### config.mk
export PLATFORM = sky130hd
export DESIGN_NAME = pfra_out_reg
export DESIGN_NICKNAME = d
export VERILOG_FILES = /design/src/hw/rtl/pfra_pkg.sv /design/src/hw/rtl/pfra_out_reg.sv
export SDC_FILE = /design/constraint.sdc
export NUM_CORES = 1
export LEC_CHECK = 0
export BUFFER_PORTS_ARGS = -buffer_cell sky130_fd_sc_hd__buf_2
export CAP_MARGIN = 20
export CORE_MARGIN = 10
export CORE_UTILIZATION = 39
export DETAILED_ROUTE_END_ITERATION = 8
export PLACE_DENSITY = 0.77
export SLEW_MARGIN = 20
export SYNTH_ARGS = -nofsm -noshare
export SYNTH_HDL_FRONTEND = slang
export SYNTH_SLANG_ARGS = --single-unit
### constraint.sdc
create_clock -name aclk -period 0.9 [get_ports aclk]
set_clock_uncertainty 0.1 [all_clocks]
set_input_delay 0.135 -clock aclk [delete_from_list [all_inputs] [get_ports aclk]]
set_output_delay 0.135 -clock aclk [all_outputs]
set_load 0.05 [all_outputs]
### src/hw/rtl/pfra_pkg.sv
// Package for the page frame refcount allocator.
// Holds the action codes, field widths and the result struct shared by the allocator and its output register.
// No dependencies.
package pfra_pkg;

    localparam int START_W    = 12;
    localparam int CNT_W      = 13;
    localparam int LIMIT_W    = 13;
    localparam int PAGE_W     = 14;
    localparam int INDEX_W    = 12;
    localparam int FRAME_W    = 24;
    localparam int PAGE_SHIFT = 12;
    localparam int S_TDATA_W  = 32;
    localparam int M_TDATA_W  = 40;

    typedef enum logic [1:0] {
        ACT_MARK_OCC  = 2'd0,
        ACT_MARK_AVL  = 2'd1,
        ACT_FIND_FREE = 2'd2,
        ACT_ALLOC_RUN = 2'd3
    } action_t;

    typedef struct packed {
        logic                 status;
        logic [INDEX_W-1:0]   page_index;
        logic [FRAME_W-1:0]   frame_address;
    } result_t;

endpackage

### src/hw/rtl/pfra_out_reg.sv
// Result output register for the page frame refcount allocator.
// Holds one result beat until the master side takes it. Depends on pfra_pkg.
module pfra_out_reg (
    input  logic                               aclk,
    input  logic                               aresetn,
    input  logic                               push,
    input  pfra_pkg::result_t                  res,
    output logic                               free,
    output logic                               m_tvalid,
    input  logic                               m_tready,
    output logic [pfra_pkg::M_TDATA_W-1:0]     m_tdata,  // page_index, frame_address
    output logic                               m_tuser   // status
);

    logic              valid_reg;
    pfra_pkg::result_t data_reg;

    assign free     = !valid_reg || m_tready;
    assign m_tvalid = valid_reg;
    assign m_tuser  = data_reg.status;
    assign m_tdata  = {{(pfra_pkg::M_TDATA_W - pfra_pkg::FRAME_W - pfra_pkg::INDEX_W){1'b0}},
                       data_reg.frame_address, data_reg.page_index};

    always_ff @(posedge aclk) begin
        if (!aresetn) begin
            valid_reg <= 1'b0;
        end else if (push) begin
            valid_reg <= 1'b1;
        end else if (m_tready) begin
            valid_reg <= 1'b0;
        end
        if (push) begin
            data_reg <= res;
        end
    end

endmodule

==> results of run 1 <==
-- per-stage QoR --
stage	worst slack, ns	total power, mW	utilization, %	cells	hold slack (ns)
3_3_place_gp	0.0194	2.97	55.1	159	0.211
2_1_floorplan	0.0158	2.73	-	49	0.134
6_report	-0.311	4.74	80.0	207	0.104
5_1_grt	-0.355	4.89	80.0	207	0.0922
4_1_cts	-0.271	4.68	79.5	206	0.0587
3_5_place_dp	0.00544	2.98	55.1	159	0.213
-- cell usage after synthesis --
cell type	number	area, um2
edfxtp_1	37	1110
inv_1	1	3.75
dfxtp_1	1	20.0
nand2b_4	1	13.8
a21boi_2	1	11.3
conb_1	1	3.75
buf_4	4	30.0
-- layer usage --
metal | vias to the layer above | GRT usage, % | share of wire [%]
li1 | 423 | - | -
met3 | 8 | 8.72 | 11
met2 | 66 | 24.8 | 49
met4 | 0 | 7.63 | 2.0
met1 | 439 | 18.5 | 38
met5 | - | 0 | 0
-- cells by family after synthesis --
family | after synthesis
other cells | 1
buf+inv | 5
flops | 38
compound gates | 1
simple gates | 1
-- what timing repair did --
action,in CTS,in global routing
gates resized for setup,78,2
setup endpoints to repair,39,39
endpoints found under the hold margin,38,0
hold buffers,38,0
setup buffers,1,1
cloned,0,0
-- flip-flops by register name, indices dropped and copies added, names as in the netlist --
register  cells
m_tdata      36
m_tuser       1
m_tvalid      1
-- report_power, final --
group / total, mW / leakage, nW / internal (mW) / switching (mW)
sequential: 2.17 / 0.371 / 2.10 / 0.0760
clock: 1.43 / 0.0528 / 0.856 / 0.574
combinational: 1.14 / 0.611 / 0.452 / 0.688
total: 4.74 / 1.04 / 3.40 / 1.34
-- layout make-up --
cell class                 count  area (um2)  area share [%]
sequential                    38        1130            47.2
clock buffer                   5        37.5            1.56
multi-input combinational      6        40.0            1.67
timing repair buffer         121        1080            45.0
clock inverter                 3        63.8            2.65
tap                           33        41.3            1.72
inverter                       1        3.75           0.156
-- how the worst max path moves through the flow --
stage / start / endpoint / slack [ns] / depth (start not counted)
floorplan: m_tvalid / m_tvalid / 0.02 / 2
global placement: m_tvalid / free / 0.02 / 2
detailed placement: m_tvalid / free / 0.005 / 2
CTS: m_tvalid / free / -0.27 / 2
global route: m_tdata[0] / m_tdata[0] / -0.36 / 1
finish: m_tdata[0] / m_tdata[0] / -0.31 / 1
==> flow_summary.ini, run 1 <==
[global_routing]
grt_pass1_wl_mm = 6.54
overflow = 0
antenna_found_initial = 0
grt_usage_pct = 16.3
grt_pass1_vias = 1107
grt_max_degree = 27

[cells_and_area]
n_antenna_cell = 0
final_area_mm2 = 0.00240
fillers = 150
syn2layout_area_growth_pct = 101
layout-drive-gt1-share_pct = 53.4
nets = 214
layout_common_cells = 40 x buf_2, 38 x dlygate4sd3_1, 37 x edfxtp_1, 37 x buf_6, 5 x clkbuf_4
final_common_cell = buf_2

[clock_network]
ctsHtreeMaxLevel = 2
numCtsBuffers = 5
clock_latency_ns = 0.34
tritoncts = built
cts_buffer_depth = 2
cts-root-buf = clkbuf_4
cts.sinks = 38
clk_pin_slew_worst_paths_ns = 0.12

[floorplan]
fp.dieH_um = 75.3
initial_core_util_pct = 39.8
die_x_um = 75.3
std_cell_rows = 20
dieArea_mm2 = 0.00567
pin_count = 84
core_area_mm2 = 0.00300

[logic_synthesis]
synth_xor_area_share_pct = 0
syn-cell-area_mm2 = 0.00119
synthMuxAreaShare_pct = 0
synth_fa_ha_area_share_pct = 0
ys_warn_count = 0
synth.distinct_cells = 7
synth_simple_gate_area_share_pct = 1.15
synth_top_family_by_area = buffers and inverters
syn_area_per_cell_um2 = 25.9
synth-seq-cells = 38
ys_seq_area_share_pct = 94.8
synth_compound_area_share_pct = 0.943
syn-instance-count = 46

[critical_path]
r2r_slack_ns = -0.08
arrival_ns = 0.98
critPathKind = flop to output port
required_ns = 0.66
worstPathCellList = buf_6
crit_path_top_delay_cell = edfxtp_1
worst_setup_path_end_kind = output port
path_buf_inv = 1
rr_worst_depth = 4
r2r_start = m_tvalid
rr_endpoint = m_tvalid
cp-start-kind = flop
path_max_fanout = 1
max_stage_delay_ns = 0.45
critical_path.top_delay_family = flip-flops

[min_path]
hold_class = primary input to flop
min_to = m_tdata[10]
whs_path_depth = 2
min-delay-start = push

[placed_design]
port_buffers = 79
place_congestion = 0.670
dpl_cell_area_mm2 = 0.00166

[sta]
min_period_ns = 1.21
slew_violations = 0
fmax_mhz = 826
fin_crit_sh_pct = 135
rsz0062_at_grt = yes
tns_ns = -9.95
hold_violations = 0
finalSetupViolCount = 40
fin_ws_ns = -0.311

[routing]
drc = 0
drtIter0Drc = 48
num_vias = 936
drtPass1Iterations = 4
routed_wl_mm = 4.31
vias_per_cell = 4.52
avgRoutedWirePerCell_um = 20.8
ant_nets = 0

[status]
outcome = complete, but fails checks
violations = negative setup slack

[power_and_ir_drop]
ir_worst_vdd_uv = 1250
leakagePower_nw = 1.04
power_density_mw_per_mm2 = 1970

[run]
cap_violations = 0
No activity file was read; power rests on OpenSTA's default activity.
==> run 2: changes to the inputs <==
--- a/config.mk
+++ b/config.mk
@@ -5,10 +5,12 @@
 export SDC_FILE = /design/constraint.sdc
 export NUM_CORES = 1
 export LEC_CHECK = 0
+export ABC_AREA = 1
 export BUFFER_PORTS_ARGS = -buffer_cell sky130_fd_sc_hd__buf_2
 export CAP_MARGIN = 20
 export CORE_MARGIN = 10
 export CORE_UTILIZATION = 39
+export CTS_BUF_LIST = sky130_fd_sc_hd__clkbuf_16
 export DETAILED_ROUTE_END_ITERATION = 8
 export PLACE_DENSITY = 0.77
 export SLEW_MARGIN = 20
==> run 2 against run 1 <==
  * The run still ends with negative setup slack left
  * Total power grew 5.0%
  * Sequential power is essentially flat
  * Routed wire length grew 6.1%
  * Setup slack gained 0.084 ns
==> flow_summary.ini, run 2 <==
[cells_and_area]
instances_no_fill = 206
final_util_pct = 86.1
layout_common_cells = 40 x buf_2, 38 x dlygate4sd3_1, 37 x edfxtp_1, 37 x buf_6, 5 x clkbuf_16
fillers = 116
n_antenna_cell = 0
largest_reg_flops = 36
layout-drive-gt1-share_pct = 52.6
syn2layout_area_growth_pct = 105
final_area_mm2 = 0.00244
final_common_cell = buf_2
nets = 215

[sta]
fin_ws_ns = -0.227
rsz0062_at_grt = yes
slew_violations = 0
fmax_mhz = 887
fin_crit_sh_pct = 125
hold_violations = 0
finalSetupViolCount = 39
min_period_ns = 1.13

[global_routing]
antenna_found_initial = 0
grt_max_degree = 23
grt_pass1_vias = 1048
grt_usage_pct = 16.1
grt_pass1_wl_mm = 6.37
overflow = 0

[clock_network]
cts-root-buf = clkbuf_16
clk_pin_slew_worst_paths_ns = 0.06
ctsHtreeMaxLevel = 2
clock_latency_ns = 0.27
cts.sinks = 38
tritoncts = built
cts_buffer_depth = 2
numCtsBuffers = 5

[critical_path]
critPathKind = flop to output port
worst_setup_path_end_kind = output port
worstPathCellList = buf_6
max_stage_delay_ns = 0.43
critical_path.top_delay_family = flip-flops
path_max_fanout = 1
crit_path_top_delay_cell = edfxtp_1
path_buf_inv = 1
arrival_ns = 0.89
required_ns = 0.66
cp-start-kind = flop

[status]
violations = negative setup slack
outcome = complete, but fails checks

[logic_synthesis]
netlist_top_cells_area = edfxtp_1 93%, buf_4 2.5%, dfxtp_1 1.7%
syn_area_per_cell_um2 = 24.8
synth_flop_cell = edfxtp_1
syn-cell-area_mm2 = 0.00119
async_flop_share_pct = 0
synth_top_area_share_pct = 93.3
ys_seq_area_share_pct = 95.0
synth_xor_area_share_pct = 0
synth.distinct_cells = 7
synth-seq-cells = 38
synth_fa_ha_area_share_pct = 0
syn-instance-count = 48
post-synth-top-area-cell = edfxtp_1
synth_simple_gate_area_share_pct = 0.525
yosysMostFrequentCell = edfxtp_1
synth_edf_count = 37
synth_top_family_by_area = buffers and inverters
synth_compound_area_share_pct = 0.735
ys_top_cells_by_count = 37 x edfxtp_1, 4 x buf_4, 3 x inv_1
ys_warn_count = 0
synthMuxAreaShare_pct = 0

[placed_design]
dpl_cell_area_mm2 = 0.00166
port_buffers = 79
dpl.cell_count = 159
hpwl_mm = 2.46
place_congestion = 0.703

[power_and_ir_drop]
leakagePower_nw = 1.05
ir_worst_vdd_uv = 1940
power_mw = 4.98
power_density_mw_per_mm2 = 2040

[floorplan]
fp.dieH_um = 75.3
dieArea_mm2 = 0.00566
initial_core_util_pct = 42.1
pin_count = 84
die_x_um = 75.3
core_area_mm2 = 0.00283
std_cell_rows = 19

[routing]
vias_per_cell = 4.51
ant_nets = 0
routed_wl_mm = 4.57
drtPass1Iterations = 4
num_vias = 929
avgRoutedWirePerCell_um = 22.2
drc = 0
drtIter0Drc = 43

[run]
cap_violations = 0

[min_path]
hold_class = primary input to flop
[run 2: kinds of logic after synthesis]
| family | Yosys count |
|---|---|
| other | 1 |
| DFF | 38 |
| buffers and inverters | 7 |
| and+or+nand+nor | 1 |
| AOI/OAI and AO/OA | 1 |
[run 2: layer usage]
metal | GRT usage [%] | vias to the layer above | wire [um] | share of wire (%)
met3 | 8.41 | 5 | 549 | 12
li1 | - | 421 | - | -
met4 | 4.33 | 0 | 39 | 0.85
met2 | 26.7 | 73 | 2180 | 48
met1 | 17.9 | 430 | 1810 | 39
met5 | 0 | - | 0 | 0
[run 2: layout make-up]
class,count,area (um2),area share [%]
Clock buffer,5,125,5.14
Clock inverter,3,16.3,0.668
Inverter,3,11.3,0.462
Multi-Input combinational cell,6,35.0,1.44
Sequential cell,38,1130,46.6
Tap cell,31,38.8,1.59
Timing Repair Buffer,120,1070,44.1
[run 2: timing repair]
item                                    in CTS  in global routing
resized for setup                           80                  0
pin swaps                                    1                  0
hold endpoints to repair                    38                  0
buffers inserted                             0                  1
hold buffers                                38                  0
endpoints found under the setup margin      39                 39
[run 2: final timing paths]
check	from	depth (start not counted)	endpoint	slack [ns]
setup / recovery	m_tdata[9]	1	m_tdata[9]	-0.23
hold / removal	m_tready	5	m_tvalid	0.14
setup reg to reg	m_tvalid	3	m_tvalid	0.09
hold reg to reg	m_tvalid	3	m_tvalid	0.50
[run 2: where the power goes]
group	total, mW	switching [mW]	internal (mW)
sequential	2.18	0.0782	2.10
combinational	1.14	0.694	0.447
clock	1.66	0.650	1.01
[run 2: per-stage QoR]
step | hold WS [ns] | worst slack (ns) | TNS (ns)
3_5_place_dp | 0.213 | 0.0123 | 0
5_1_grt | 0.163 | -0.234 | -7.69
2_1_floorplan | 0.134 | 0.0217 | 0
6_report | 0.140 | -0.227 | -6.71
4_1_cts | 0.0544 | -0.192 | -6.05
3_3_place_gp | 0.212 | 0.0210 | 0
